<file path="config.mk">
export PLATFORM = sky130hd
export DESIGN_NAME = http_header_end_and_length_scanner_core
export DESIGN_NICKNAME = d
export VERILOG_FILES = /design/src/rtl/hhels_pkg.sv /design/src/rtl/http_header_end_and_length_scanner_core.sv
export SDC_FILE = /design/constraint.sdc
export NUM_CORES = 1
export LEC_CHECK = 0
export BUFFER_PORTS_ARGS = -buffer_cell sky130_fd_sc_hd__buf_4
export CORE_ASPECT_RATIO = 0.75
export CORE_UTILIZATION = 45
export DETAILED_ROUTE_END_ITERATION = 7
export PLACE_DENSITY_LB_ADDON = 0.08
export SETUP_SLACK_MARGIN = 0.05
export SYNTH_ARGS = -nofsm -noshare
export SYNTH_HDL_FRONTEND = slang
export SYNTH_SLANG_ARGS = --single-unit
export TNS_END_PERCENT = 50
</file>
<file path="constraint.sdc">
create_clock -name clk_i -period 4.3 [get_ports clk_i]
set_input_delay 0.215 -clock clk_i [delete_from_list [all_inputs] [get_ports clk_i]]
set_output_delay 0.215 -clock clk_i [all_outputs]
set_load 0.03 [all_outputs]
</file>
<file path="src/rtl/hhels_pkg.sv">
// shared constants for the http header end and content-length scanner
// character codes, the field name table, the value parse phase codes and the terminator progress codes
// no dependencies
package hhels_pkg;

  // width of the content_length result port
  localparam int unsigned OutLenWidth = 32;

  // length of "content-length:"
  localparam int unsigned NameLen = 15;

  // character codes
  localparam logic [7:0] ChCr    = 8'h0d;
  localparam logic [7:0] ChLf    = 8'h0a;
  localparam logic [7:0] ChSpace = 8'h20;
  localparam logic [7:0] ChZero  = 8'h30;
  localparam logic [7:0] ChNine  = 8'h39;
  localparam logic [7:0] ChUpA   = 8'h41;
  localparam logic [7:0] ChUpZ   = 8'h5a;
  localparam logic [7:0] CaseOfs = 8'h20;

  // value parse phases
  localparam logic [1:0] PhSearch = 2'd0;
  localparam logic [1:0] PhSpaces = 2'd1;
  localparam logic [1:0] PhDigits = 2'd2;
  localparam logic [1:0] PhDone   = 2'd3;

  // terminator progress codes
  localparam logic [1:0] TpNone   = 2'd0;
  localparam logic [1:0] TpCr     = 2'd1;
  localparam logic [1:0] TpCrLf   = 2'd2;
  localparam logic [1:0] TpCrLfCr = 2'd3;

  // lower-case field name, one character per match position
  function automatic logic [7:0] name_char(input logic [3:0] idx);
    logic [7:0] ch;
    unique case (idx)
      4'd0:    ch = 8'h63; // c
      4'd1:    ch = 8'h6f; // o
      4'd2:    ch = 8'h6e; // n
      4'd3:    ch = 8'h74; // t
      4'd4:    ch = 8'h65; // e
      4'd5:    ch = 8'h6e; // n
      4'd6:    ch = 8'h74; // t
      4'd7:    ch = 8'h2d; // -
      4'd8:    ch = 8'h6c; // l
      4'd9:    ch = 8'h65; // e
      4'd10:   ch = 8'h6e; // n
      4'd11:   ch = 8'h67; // g
      4'd12:   ch = 8'h74; // t
      4'd13:   ch = 8'h68; // h
      4'd14:   ch = 8'h3a; // :
      default: ch = 8'h00;
    endcase
    return ch;
  endfunction

endpackage

</file>
<file path="src/rtl/http_header_end_and_length_scanner_core.sv">
// http header end and content-length scanner, top level
// byte input register, single-pass scan logic and result register
// depends on hhels_pkg
//
//   channel | signals                          | direction
//   --------+----------------------------------+----------
//   in      | in_valid_i / in_ready_o          | byte, last flag in
//   out     | out_valid_o / out_ready_i        | byte and scan flags out
//
// one byte per cycle sustained while the output is ready; a byte's result passes through
// the input register and then the result register before it shows on the output
// the per-byte scan state updates in the same cycle the result register loads
// rst_ni clears all scan state and both valid flags
// a stalled output holds its result and the input register keeps one more byte
module http_header_end_and_length_scanner_core
  import hhels_pkg::*;
#(
  parameter int unsigned LENGTH_WIDTH = 32
) (
  input  logic                   clk_i,
  input  logic                   rst_ni,
  input  logic                   in_valid_i,
  output logic                   in_ready_o,
  input  logic [7:0]             data_byte_i,
  input  logic                   last_byte_i,
  output logic                   out_valid_o,
  input  logic                   out_ready_i,
  output logic [7:0]             byte_out_o,
  output logic                   is_body_o,
  output logic                   header_end_o,
  output logic                   length_found_o,
  output logic [OutLenWidth-1:0] content_length_o,
  output logic                   header_missing_o
);

  localparam int unsigned ProdWidth = LENGTH_WIDTH + 4;

  // input register
  logic       in_v_q;
  logic [7:0] in_byte_q;
  logic       in_last_q;

  // result register
  logic                    out_v_q;
  logic [7:0]              res_byte_q;
  logic                    res_body_q;
  logic                    res_hend_q;
  logic                    res_found_q;
  logic [LENGTH_WIDTH-1:0] res_len_q;
  logic                    res_missing_q;

  // scan state
  logic [1:0]              term_q, term_d;
  logic                    hdr_done_q, hdr_done_d;
  logic [3:0]              name_idx_q, name_idx_d;
  logic [1:0]              phase_q, phase_d;
  logic [LENGTH_WIDTH-1:0] acc_q, acc_d;

  logic advance;

  // result register frees up when empty or when its transfer happens
  assign advance    = in_v_q && (!out_v_q || out_ready_i);
  assign in_ready_o = !in_v_q || advance;

  // input register
  always_ff @(posedge clk_i or negedge rst_ni) begin
    if (!rst_ni) begin
      in_v_q <= 1'b0;
    end else if (in_ready_o) begin
      in_v_q <= in_valid_i;
    end
  end

  always_ff @(posedge clk_i) begin
    if (in_valid_i && in_ready_o) begin
      in_byte_q <= data_byte_i;
      in_last_q <= last_byte_i;
    end
  end

  // scan logic
  logic [7:0]           lc;
  logic [3:0]           idx_cur;
  logic [3:0]           idx_inc;
  logic [ProdWidth-1:0] prod;
  logic                 is_digit;
  logic                 hend;
  logic                 body;
  logic                 found;
  logic                 missing;
  logic [LENGTH_WIDTH-1:0] len;

  always_comb begin
    lc = in_byte_q;
    if (in_byte_q >= ChUpA && in_byte_q <= ChUpZ) begin
      lc = in_byte_q + CaseOfs;
    end
    idx_cur  = (name_idx_q >= 4'(NameLen)) ? 4'd0 : name_idx_q;
    idx_inc  = idx_cur + 4'd1;
    is_digit = (in_byte_q >= ChZero) && (in_byte_q <= ChNine);
    // acc * 10 + digit, the top four bits flag overflow
    prod = {4'b0000, acc_q} * ProdWidth'(10) + ProdWidth'(in_byte_q[3:0]);

    term_d     = term_q;
    hdr_done_d = hdr_done_q;
    name_idx_d = name_idx_q;
    phase_d    = phase_q;
    acc_d      = acc_q;
    hend       = 1'b0;
    body       = 1'b0;

    if (hdr_done_q) begin
      body = 1'b1;
    end else begin
      // field name match and value parse
      unique case (phase_q)
        PhSearch: begin
          if (lc == name_char(idx_cur)) begin
            if (idx_inc == 4'(NameLen)) begin
              phase_d    = PhSpaces;
              name_idx_d = 4'd0;
            end else begin
              name_idx_d = idx_inc;
            end
          end else begin
            name_idx_d = (lc == name_char(4'd0)) ? 4'd1 : 4'd0;
          end
        end
        PhSpaces, PhDigits: begin
          if (phase_q == PhSpaces && in_byte_q == ChSpace) begin
            phase_d = phase_q;
          end else if (is_digit) begin
            if (prod[ProdWidth-1:LENGTH_WIDTH] != 4'b0000) begin
              acc_d = '1;
            end else begin
              acc_d = prod[LENGTH_WIDTH-1:0];
            end
            phase_d = PhDigits;
          end else begin
            phase_d = PhDone;
          end
        end
        default: begin
          phase_d = PhDone;
        end
      endcase

      // cr lf cr lf tracking
      priority if (in_byte_q == ChCr) begin
        term_d = (term_q == TpCrLf) ? TpCrLfCr : TpCr;
      end else if (in_byte_q == ChLf) begin
        if (term_q == TpCr) begin
          term_d = TpCrLf;
        end else if (term_q == TpCrLfCr) begin
          term_d     = TpNone;
          hend       = 1'b1;
          hdr_done_d = 1'b1;
        end else begin
          term_d = TpNone;
        end
      end else begin
        term_d = TpNone;
      end
    end

    // result fields
    found   = (phase_d != PhSearch);
    len     = acc_d;
    missing = 1'b0;
    if (in_last_q && !hdr_done_d) begin
      missing = 1'b1;
      found   = 1'b0;
      len     = '0;
    end

    // last byte ends the response
    if (in_last_q) begin
      term_d     = TpNone;
      hdr_done_d = 1'b0;
      name_idx_d = 4'd0;
      phase_d    = PhSearch;
      acc_d      = '0;
    end
  end

  // scan state update, once per byte moved to the result register
  always_ff @(posedge clk_i or negedge rst_ni) begin
    if (!rst_ni) begin
      term_q     <= TpNone;
      hdr_done_q <= 1'b0;
      name_idx_q <= 4'd0;
      phase_q    <= PhSearch;
      acc_q      <= '0;
    end else if (advance) begin
      term_q     <= term_d;
      hdr_done_q <= hdr_done_d;
      name_idx_q <= name_idx_d;
      phase_q    <= phase_d;
      acc_q      <= acc_d;
    end
  end

  // result register
  always_ff @(posedge clk_i or negedge rst_ni) begin
    if (!rst_ni) begin
      out_v_q <= 1'b0;
    end else if (!out_v_q || out_ready_i) begin
      out_v_q <= in_v_q;
    end
  end

  always_ff @(posedge clk_i) begin
    if (advance) begin
      res_byte_q    <= in_byte_q;
      res_body_q    <= body;
      res_hend_q    <= hend;
      res_found_q   <= found;
      res_len_q     <= len;
      res_missing_q <= missing;
    end
  end

  // outputs
  assign out_valid_o      = out_v_q;
  assign byte_out_o       = res_byte_q;
  assign is_body_o        = res_body_q;
  assign header_end_o     = res_hend_q;
  assign length_found_o   = res_found_q;
  assign header_missing_o = res_missing_q;

  // fit the length to the 32-bit result port
  if (LENGTH_WIDTH >= OutLenWidth) begin : g_len_trunc
    assign content_length_o = res_len_q[OutLenWidth-1:0];
  end else begin : g_len_ext
    assign content_length_o = {{(OutLenWidth - LENGTH_WIDTH){1'b0}}, res_len_q};
  end

endmodule
</file>
# --- Word-level counts from Yosys, hierarchy flattened ---
# Memories as Yosys holds them, arrays and structs flattened.
# Index checks and enable logic that the tools add are counted.
totals:
  reg_bits: 96
  latch_bits: 0
  mem_bits_rw: 0
  romBits: 112
  input_bits: 13
  out_inout_bits: 46
  word_cells: 92
  mem_count: 1
classes:
  add_sub_neg: 3
  multipliers: 1
  div: 0
  magnitude_cmp: 5
  n_eq_ne: 12
  shifts: 0
  muxes: 37
  bitwise_logic: 0
  n_reduce_logical: 18
mem_list:
  columns: ["name", "words", "width", "read_ports", "rd_ports_with_merged_regs", "wr", "line", "rtl"]
  rows:
  - ["(no name shown)", 16, 7, 1, 0, 0, "hhels_pkg.sv:37", "unique case (idx)"]
op_table:
  columns: ["operator", "count"]
  rows:
  - ["two-way mux 32 bit", 6]
  - ["adder 36 x 4 -> 36 bit", 1]
  - ["multiplier 32 x 3 -> 35 bit, second input constant", 1]
  - ["two-way mux 4 bit", 6]
  - ["two-way mux 8 bit", 3]
  - ["two-way mux 2 bit", 11]
  - ["equality test 8 x 4 -> 1 bit, second input constant", 2]
  - ["two-way mux 1 bit", 10]
  - ["adder 8 x 6 -> 8 bit, second input constant", 1]
  - ["equality test 8 x 6 -> 1 bit, second input constant", 1]
  - ["equality test 8 x 7 -> 1 bit, second input constant", 1]
  - ["equality test 8 bit", 1]
  - [">= comparator 8 x 6 -> 1 bit, second input constant", 1]
  - [">= comparator 8 x 7 -> 1 bit, second input constant", 1]
  - ["less-or-equal comparator 8 x 6 -> 1 bit, second input constant", 1]
  - ["less-or-equal comparator 8 x 7 -> 1 bit, second input constant", 1]
  - ["equality test 2 bit, second input constant", 3]
  - ["logical AND 1 bit", 6]
  - ["adder 4 x 1 -> 4 bit, second input constant", 1]
  - ["equality test 2 x 1 -> 1 bit, second input constant", 2]
  - ["equality test 4 bit, second input constant", 1]
  - [">= comparator 4 bit, second input constant", 1]
  - ["case mux 2 bit (2 select lines)", 1]
  - ["nonzero test 2 bit", 2]
  - ["8 further kinds", 11]

# --- Depth between registers and ports, before layout ---
# Gate-level depths: netlist of run 1.
# An unclocked memory read counts as a cell.
depth:
  ltp_word: 10
  depth_mapped: 18
  depth_no_buf: 16

# --- Worst setup path after synthesis of run 1 ---
# OpenSTA, ideal clock, no wires.
synth_path:
  kind: "register -> register"
  from: "reg acc_q[1]"
  to: "reg res_len_q[22] (netlist: content_length_o[22]), data pin"
  setup_time_ps: 262
  arrival_time_ps: 4093
  setup_slack_ps: -55
  stages_incl_launch_ff: 18
  path_buffers: 2
  period_less_slack_ps: 4355
  path_cell_list: "dfrtp_1 > ha_1 > ha_1 > inv_1 > fa_1 > and2b_1 > o2111a_2 > o21ai_2 > a21oi_1 > xor2_1 > and3_1 > nand3_1 > or4_1 > buf_2 > nor4_4 > o211a_4 > buf_6 > a21oi_2"
synth_via:
  elab_chain_cells: 8
synth_rtl:
  columns: ["item", "line", "rtl"]
  rows:
  - ["start, declared", "http_header_end_and_length_scanner_core.sv:57", "logic [LENGTH_WIDTH-1:0] acc_q, acc_d;"]
  - ["start signal, assigned", "http_header_end_and_length_scanner_core.sv:193", "acc_q <= '0;"]
  - ["start signal, assigned", "http_header_end_and_length_scanner_core.sv:199", "acc_q <= acc_d;"]
  - ["multiplier 32 x 3 -> 35 bit (*)", "http_header_end_and_length_scanner_core.sv:102", "prod = {4'b0000, acc_q} * ProdWidth'(10) + ProdWidth'(in_byte_q[3:0]);"]
  - ["adder 36 x 4 -> 36 bit (*)", "http_header_end_and_length_scanner_core.sv:102", null]
  - ["nonzero test 4 bit", "http_header_end_and_length_scanner_core.sv:133", "if (prod[ProdWidth-1:LENGTH_WIDTH] != 4'b0000) begin"]
  - ["two-way mux 32 bit (*)", "http_header_end_and_length_scanner_core.sv:133", null]
  - ["two-way mux 32 bit (*)", "http_header_end_and_length_scanner_core.sv:132", "end else if (is_digit) begin"]
  - ["two-way mux 32 bit (*)", "http_header_end_and_length_scanner_core.sv:130", "if (phase_q == PhSpaces && in_byte_q == ChSpace) begin"]
  - ["two-way mux 32 bit (*)", "http_header_end_and_length_scanner_core.sv:116", "unique case (phase_q)"]
  - ["two-way mux 32 bit (*)", "http_header_end_and_length_scanner_core.sv:112", "if (hdr_done_q) begin"]
  - ["end signal, assigned", "http_header_end_and_length_scanner_core.sv:218", "res_len_q <= len;"]
  - ["end, declared", "http_header_end_and_length_scanner_core.sv:49", "logic [LENGTH_WIDTH-1:0] res_len_q;"]
# Mark *: on every way between the ends. The rest lies on a longest branch, timed or not.
# A chain may end at the register's enable or synchronous reset.

# --- Worst setup path after layout of run 1 ---
layout_path:
  from: "reg acc_q[3]"
  to: "reg res_len_q[14] (netlist: content_length_o[14]), data pin"
# The elaborated chain is that of the path after synthesis.

==> results of run 1 <==
## power groups by stage
stage          combinational [uW]  sequential [uW]  clock (uW)
6_report                      194             1030         837
5_1_grt                       207             1030         878
4_1_cts                       195             1030         850
3_5_place_dp                  194             1050           0
3_3_place_gp                  192             1050           0
2_1_floorplan                51.9             1100           0
## area by class of cell
class / instances / area (um2)
well taps: 210 / 263
multi-input cells: 637 / 5100
clock buffers: 9 / 225
flip-flops and latches: 96 / 2670
fillers: 1319 / 6040
clock inverters: 7 / 71.3
repair buffers: 212 / 1700
inverters: 27 / 101
## per-layer routing
metal | GRT usage, % | routed length, um
met1 | 38.2 | 11000
met5 | 0 | 0
met4 | 9.87 | 434
met3 | 5.00 | 1340
met2 | 43.0 | 10900
## flip-flops by register name, summed over array words and instances, names as in the netlist
register,flops
acc_q,32
content_length_o,32
byte_out_o,8
in_byte_q,8
name_idx_q,4
phase_q,2
term_q,2
hdr_done_q,1
header_end_o,1
header_missing_o,1
in_last_q,1
in_v_q,1
is_body_o,1
length_found_o,1
out_valid_o,1
## how the worst min path moves through the flow
stage,from,endpoint,cells after the start
finish,data_byte_i[1],in_byte_q[1],1
CTS,data_byte_i[6],in_byte_q[6],1
floorplan,rst_ni,acc_q[0],0
global placement,rst_ni,in_v_q,1
detailed placement,rst_ni,in_v_q,1
global route,data_byte_i[1],in_byte_q[1],1
## through the flow
step / setup WS (ns) / hold slack [ns] / total power, uW / cell area (um2) / TNS (ns)
final: -0.0649 / 0.0272 / 2060 / 10100 / -1.46
after global routing: -0.191 / 0.0160 / 2120 / 10100 / -10.15
after CTS: -0.0137 / 0.0159 / 2080 / 9610 / -0.0372
after detailed placement: -0.286 / 0.283 / 1240 / 9010 / -13.34
after global placement: -0.219 / 0.288 / 1240 / 9010 / -7.80
after floorplan: 0.0600 / -0.0806 / 1150 / 7510 / 0
## Yosys cell counts (all sizes together), types with 6 or more instances
cell type	instances	area, um2
a21oi	114	698
o21ai	99	503
ha	75	938
nand2	61	229
edfxtp	53	1590
dfrtp	43	1080
nor2	32	120
xor2	32	280
clkbuf	31	118
inv	27	101
xnor2	25	219
nand3	17	85.1
nor3	15	85.1
buf	12	100
a211oi	11	97.6
a21o	10	75.1
and3	10	62.6
nand4	10	62.6
o211ai	10	75.1
nor3b	7	52.6
o21a	7	60.1
a31oi	6	37.5
nand2b	6	37.5
nor2b	6	37.5
nor4	6	58.8
or2	6	37.5
or4	6	45.0
## logic make-up (layout without fill, tap and decap cells)
group           Yosys count  count (layout)
fa+ha+maj                77              77
xor+xnor                 57              57
simple gates            206             206
mux                       3               3
buf+inv                  70             255
flops                    96              96
compound gates          294             294
## repair_timing
item,CTS,global route
setup buffers,13,7
endpoints found under the hold margin,43,0
pin swaps,12,36
setup endpoints to repair,64,64
gates cloned,0,3
resized for setup,40,66
hold buffers,1,0
==> results.txt, run 1 <==
----------------------------------------------------
[Critical path]
  Kind of cell with the highest combined delay on the critical path ... compound AO/OA/AOI/OAI gates
  Slowest cell on crit path ... sky130_fd_sc_hd__or4_4
  Setup slack of the most critical reg-to-reg path ... -0.06 ns
  Capturing point of the worst reg2reg path ... content_length_o[14]
  Logic depth of the worst register-to-register path ... 16
  Critical path endpoint ... content_length_o[14]
  Worst setup path startpoint ... acc_q[3]
  Beginning of the worst register-to-register path ... acc_q[3]
  Endpoint class of the critical path ... flip-flop
  CP dominant cell by count ... sky130_fd_sc_hd__ha_4
  CP Depth ... 16
  Number of buffer and inverter stages on the critical path ... 2
  Worst endpoint data arrival time ... 4.48 ns
  Critical path cell sequence ... ha_4 -> ha_4 -> inv_2 -> fa_2 -> and2b_2 -> o2111a_2 -> o21ai_4 -> a21oi_4 -> o31ai_4 -> xnor2_2 -> or3_4 -> or4_4 -> nor4_4 -> o211a_4 -> clkbuf_16 -> a21oi_2
  Biggest fanout along the worst timing path ... 8
  Crit path launch type ... flip-flop
  Kind of critical path ... reg -> reg
  Worst Path Required ... 4.42 ns
  CP max stage delay ... 0.56 ns

[Timing]
  Setup slack after layout ... -0.0649 ns
  Hold violation total from the final report ... 0
  Actual transition at the worst max-transition pin ... 1.26 ns
  Crit path time final ... 4.36 ns
  Number of failing setup endpoints in the final timing report ... 54
  Max-Slew Margin vs Limit ... 15.8%
  Max-slew violation count ... 0
  Final worst-path cycle share ... 102%
  Setup clock skew after layout ... 0.0120 ns
  Unrepaired setup endpoints after global routing ... yes
  Achievable Freq ... 229 MHz

[Final layout]
  Area Growth Syn to Fin ... 35.0%
  Most common cell after layout, fill and taps aside ... sky130_fd_sc_hd__buf_4
  Final nets ... 1,073
  Antenna Diode Count ... 0
  Layout cells sized above 1 ... 37.3%
  Final Core Density ... 62.7%
  Leading cell types in the layout, fill and taps excluded ... sky130_fd_sc_hd__buf_4, sky130_fd_sc_hd__o21ai_0, sky130_fd_sc_hd__nand2_1
  Final non-filler cell total ... 1,198

[Clock tree]
  CTS max path bufs ... 2
  Clock input transition at the sequential cells of the worst setup and hold paths ... 0.08 ns
  TritonCTS Buffers ... 9
  Clock latency at the later pin of the worst-skew pair ... 0.36 ns
  CTS root buffer ... sky130_fd_sc_hd__clkbuf_16
  Clock net sink count ... 96
  H-tree depth ... 3
  CTS tree ... done

[Run]
  Reported max-cap violation count ... 0

[Logic synthesis]
  Ys async rst share ... 44.8%
  Share of synthesized cell area in and, or, nand and nor gates ... 14.8%
  Count of cell types in the netlist ... 75
  Main combinational cell family by area after synthesis ... compound AO/OA/AOI/OAI gates
  Synth Warn # ... 0
  Number of enable flip-flop cells after synthesis ... 53
  Flip-flop and latch count after synthesis ... 96
  Proportion of synthesized chip area in sequential cells ... 35.5%
  Compound-gate portion of the synthesized area ... 25.3%
  Adder-cell area share of the yosys netlist ... 13.0%
  Dominant synthesized flop cell ... sky130_fd_sc_hd__edfxtp_1
  Post-synthesis cell count ... 803
  Share of cell area taken by muxes after synthesis ... 0.400%
  Post-synthesis instance area ... 0.00751 mm2
  Total nets after synthesis ... 893
  XOR/XNOR Fraction of Synth Area ... 6.65%
  Synth Area per Inst ... 9.35 um2

[Floorplanning]
  Io pins ... 59
  Number of standard-cell rows in the floorplan ... 40
  Core area ... 0.0162 mm2
  Effective utilization at floorplan ... 46.4%
  DIE AREA ... 0.0172 mm2
  Die outline width ... 151 um
  Die extent in y ... 114 um

[Place]
  Final Wtd Congestion ... 0.955
  Total of buffers placed on input and output ports ... 58
  Number of cells in the design after placement ... 1,158
  Half-perimeter wire length of the detailed placement result ... 16,500 um

[Power]
  Peak supply drop ... 0.000171 V
  Power density cells ... 204 mW/mm2
  Portion of total power attributed to the clock network ... 40.6%
  Sequential group share of total power ... 50.0%
  Share of total power in combinational logic ... 9.4%
  Sw Ratio ... 28.1%
  Internal power component ... 1480 uW
  Power dissipated by switching net loads ... 579 uW
  P_leak ... 0.00430 uW

[Outcome]
  Status ... finished with violations
  Failing checks ... negative setup slack

[Hold path]
  Classification of the worst-slack hold path ... in -> reg

[Route]
  Per-cell routed wire length ... 19.8 um
  Total vias in the final route ... 7,070
  Residual antenna-violating net count after detailed routing ... 0
  DRC viols ... 0
  Pre-Repair DR Iteration Count ... 5
  Vias/cell ... 5.90
  Overall routed net length ... 23,700 um
  Detailed Route Iter0 Violations ... 398

[Global routing]
  Global-route wire length before repair ... 36,500 um
  GRT Util Overall ... 27.6%
  Initial antenna violation count ... 0
  Largest net degree at the start of global routing ... 44
  Overflow left after global routing ... 0
  Via count of the first global-routing pass ... 6,883

----------------------------------------------------
No activity file was read; power rests on OpenSTA's default activity.
==> run 2, diff against run 1 <==
--- a/config.mk
+++ b/config.mk
@@ -6,10 +6,13 @@
 export NUM_CORES = 1
 export LEC_CHECK = 0
 export BUFFER_PORTS_ARGS = -buffer_cell sky130_fd_sc_hd__buf_4
+export CELL_PAD_IN_SITES_DETAIL_PLACEMENT = 1
+export CELL_PAD_IN_SITES_GLOBAL_PLACEMENT = 1
 export CORE_ASPECT_RATIO = 0.75
-export CORE_UTILIZATION = 45
+export CORE_UTILIZATION = 43
 export DETAILED_ROUTE_END_ITERATION = 7
 export PLACE_DENSITY_LB_ADDON = 0.08
+export RECOVER_POWER = 50
 export SETUP_SLACK_MARGIN = 0.05
 export SYNTH_ARGS = -nofsm -noshare
 export SYNTH_HDL_FRONTEND = slang
==> results.txt, run 2 (synthesis gave the netlist of run 1 again) <==
----------------------------------------------------
[Route]
  Detailed Route Iter0 Violations ... 414 (+4.0%)
  Pre-Repair DR Iteration Count ... 5 (unchanged)
  Per-cell routed wire length ... 23.0 um (+16%)
  DRC viols ... 0 (unchanged)
  Residual antenna-violating net count after detailed routing ... 0 (unchanged)
  Overall routed net length ... 27,300 um (+15%)
  Vias/cell ... 6.08 (+3.0%)
  Total vias in the final route ... 7,214 (+2.0%)

[Timing]
  Hold violation total from the final report ... 0 (unchanged)
  Max-slew violation count ... 44 (+44)
  Setup slack after layout ... -0.167 ns (-0.102 ns)
  Achievable Freq ... 224 MHz (-2.3%)
  Smallest hold slack ... 0.0498 ns (+0.0226 ns)
  Unrepaired setup endpoints after global routing ... yes
  Crit path time final ... 4.47 ns (+0.102 ns)
  Setup clock skew after layout ... 0.0137 ns (+0.00169 ns)
  Max-Slew Margin vs Limit ... -80.6% (-96 points)
  Final worst-path cycle share ... 104% (+2.4 points)
  Actual transition at the worst max-transition pin ... 2.71 ns (+1.45 ns)
  Number of failing setup endpoints in the final timing report ... 63 (+17%)

[Place]
  Half-perimeter wire length of the detailed placement result ... 18,700 um (+13%)
  Placement Setup Slack ... -0.245 ns (+0.0406 ns)
  Total of buffers placed on input and output ports ... 58 (unchanged)
  Number of cells in the design after placement ... 1,146 (-1.0%)
  Final Wtd Congestion ... 0.929 (-2.7%)

[Clock tree]
  CTS tree ... done
  H-tree depth ... 3 (unchanged)
  CTS root buffer ... sky130_fd_sc_hd__clkbuf_16
  Clock input transition at the sequential cells of the worst setup and hold paths ... 0.08 ns (about the same)
  CTS max path bufs ... 2 (unchanged)
  Clock latency at the later pin of the worst-skew pair ... 0.37 ns (about the same)
  TritonCTS Buffers ... 9 (unchanged)
  Clock net sink count ... 96 (unchanged)

[Floorplanning]
  DIE AREA ... 0.0180 mm2 (+4.6%)
  Die extent in y ... 116 um (+2.3%)
  Core area ... 0.0169 mm2 (+4.7%)
  Number of standard-cell rows in the floorplan ... 41 (+2.5%)
  Die outline width ... 155 um (+2.3%)
  Effective utilization at floorplan ... 44.3% (-2.1 points)
  Io pins ... 59 (unchanged)

[Global routing]
  Initial antenna violation count ... 0 (unchanged)
  Via count of the first global-routing pass ... 7,308 (+6.2%)
  GRT Util Overall ... 29.9% (+2.3 points)
  Global-route wire length before repair ... 41,000 um (+12%)
  Largest net degree at the start of global routing ... 44 (unchanged)
  Overflow left after global routing ... 0 (unchanged)

[Outcome]
  Status ... finished with violations
  Failing checks ... max-capacitance violations, max-slew violations, negative setup slack

[Power]
  Power density cells ... 209 mW/mm2 (+2.4%)
  Total power ... 2030 uW (-1.4%)
  P_leak ... 0.00416 uW (-3.2%)
  Peak supply drop ... 0.000162 V (-5.2%)

[Final layout]
  Final nets ... 1,057 (-1.5%)
  Leading cell types in the layout, fill and taps excluded ... sky130_fd_sc_hd__buf_4, sky130_fd_sc_hd__o21ai_0, sky130_fd_sc_hd__ha_1
  Final non-filler cell total ... 1,187 (-0.92%)
  Layout cells sized above 1 ... 30.9% (-6.5 points)
  Area Growth Syn to Fin ... 29.9%
  Most common cell after layout, fill and taps aside ... sky130_fd_sc_hd__buf_4
  Antenna Diode Count ... 0 (unchanged)
  Final Core Density ... 57.6% (-5.1 points)

[Critical path]
  Crit path launch type ... flip-flop
  Logic depth of the worst register-to-register path ... 17 (+1)
  Number of buffer and inverter stages on the critical path ... 3 (+1)
  CP max stage delay ... 0.60 ns (+0.04 ns)
  Slowest cell on crit path ... sky130_fd_sc_hd__or4_4
  Worst Path Required ... 4.57 ns (+0.15 ns)
  Setup slack of the most critical reg-to-reg path ... -0.17 ns (-0.10 ns)
  Critical path cell sequence ... ha_1 -> ha_2 -> inv_2 -> fa_2 -> and2b_1 -> o2111a_2 -> o21ai_4 -> a21oi_2 -> xor2_1 -> and3_1 -> nand3_1 -> or4_4 -> o21a_4 -> buf_4 -> o211a_4 -> buf_12 -> a21oi_1
  Capturing point of the worst reg2reg path ... acc_q[12]
  Kind of critical path ... reg -> reg
  Biggest fanout along the worst timing path ... 14 (+6)
  Endpoint class of the critical path ... flip-flop
  Beginning of the worst register-to-register path ... acc_q[1]
  Kind of cell with the highest combined delay on the critical path ... compound AO/OA/AOI/OAI gates
  Worst endpoint data arrival time ... 4.74 ns (+0.26 ns)

[Hold path]
  Classification of the worst-slack hold path ... in -> reg
  Hold path cells ... 1 (unchanged)
  Launch point of the worst hold path ... data_byte_i[0]
  Worst Hold End ... in_byte_q[0]

[Run]
  Reported max-cap violation count ... 1 (+1)

----------------------------------------------------
run 2: changes by cell type in the layout (fill, tap and decap cells not counted), moves of 8 or more:
cell | before | now
sky130_fd_sc_hd__a21oi_1 | 52 | 61
sky130_fd_sc_hd__buf_4 | 202 | 148
sky130_fd_sc_hd__ha_1 | 57 | 68
sky130_fd_sc_hd__ha_4 | 18 | 6
sky130_fd_sc_hd__clkbuf_1 | 0 | 29
sky130_fd_sc_hd__clkbuf_4 | 0 | 8
run 2: where the power goes:
group / internal [uW] / leakage [uW] / total [uW] / switching (uW)
sequential: 1010 / 0.00111 / 1030 / 21.5
combinational: 44.6 / 0.00291 / 186 / 141
clock: 407 / 0.000142 / 814 / 407
total: 1460 / 0.00416 / 2030 / 570
run 2: layout make-up:
| class | count | area, um2 |
|---|---|---|
| Clock inverter | 7 | 61.3 |
| Fill cell | 1917 | 7180 |
| Inverter | 27 | 101 |
| Tap cell | 215 | 269 |
| Sequential cell | 96 | 2670 |
| Clock buffer | 9 | 225 |
| Timing Repair Buffer | 196 | 1480 |
| Multi-Input combinational cell | 637 | 4940 |
run 2: worst max-delay path by stage:
stage	startpoint	to	slack (ns)	depth (start not counted)
global placement	acc_q[1]	content_length_o[0]	-0.09	16
floorplan	acc_q[1]	content_length_o[22]	0.06	17
global route	acc_q[12]	acc_q[12]	-0.32	17
finish	acc_q[1]	acc_q[12]	-0.17	17
detailed placement	acc_q[2]	content_length_o[0]	-0.25	16
CTS	acc_q[1]	content_length_o[26]	0.01	17
run 2: layer usage:
metal	vias up	GRT usage [%]	part of all wire, %
li1	3312	-	-
met1	3660	39.5	46
met2	197	49.7	47
met3	45	6.27	5.2
met4	0	9.24	2.1
met5	-	0	0
run 2: per-stage QoR:
step / TNS, ns / instance area (um2)
floorplan: 0 / 7510
global placement: -2.91 / 8910
detailed placement: -12.00 / 8910
CTS: 0 / 9690
global route: -16.00 / 9750
finish: -7.26 / 9750
run 2: repair_timing:
action,4_1_cts,5_1_grt
resized for setup,63,23
endpoints found under the setup margin,64,64
cloned,2,0
buffers inserted,14,8
hold endpoints to repair,43,0
pin swaps,13,21
hold buffers,1,0
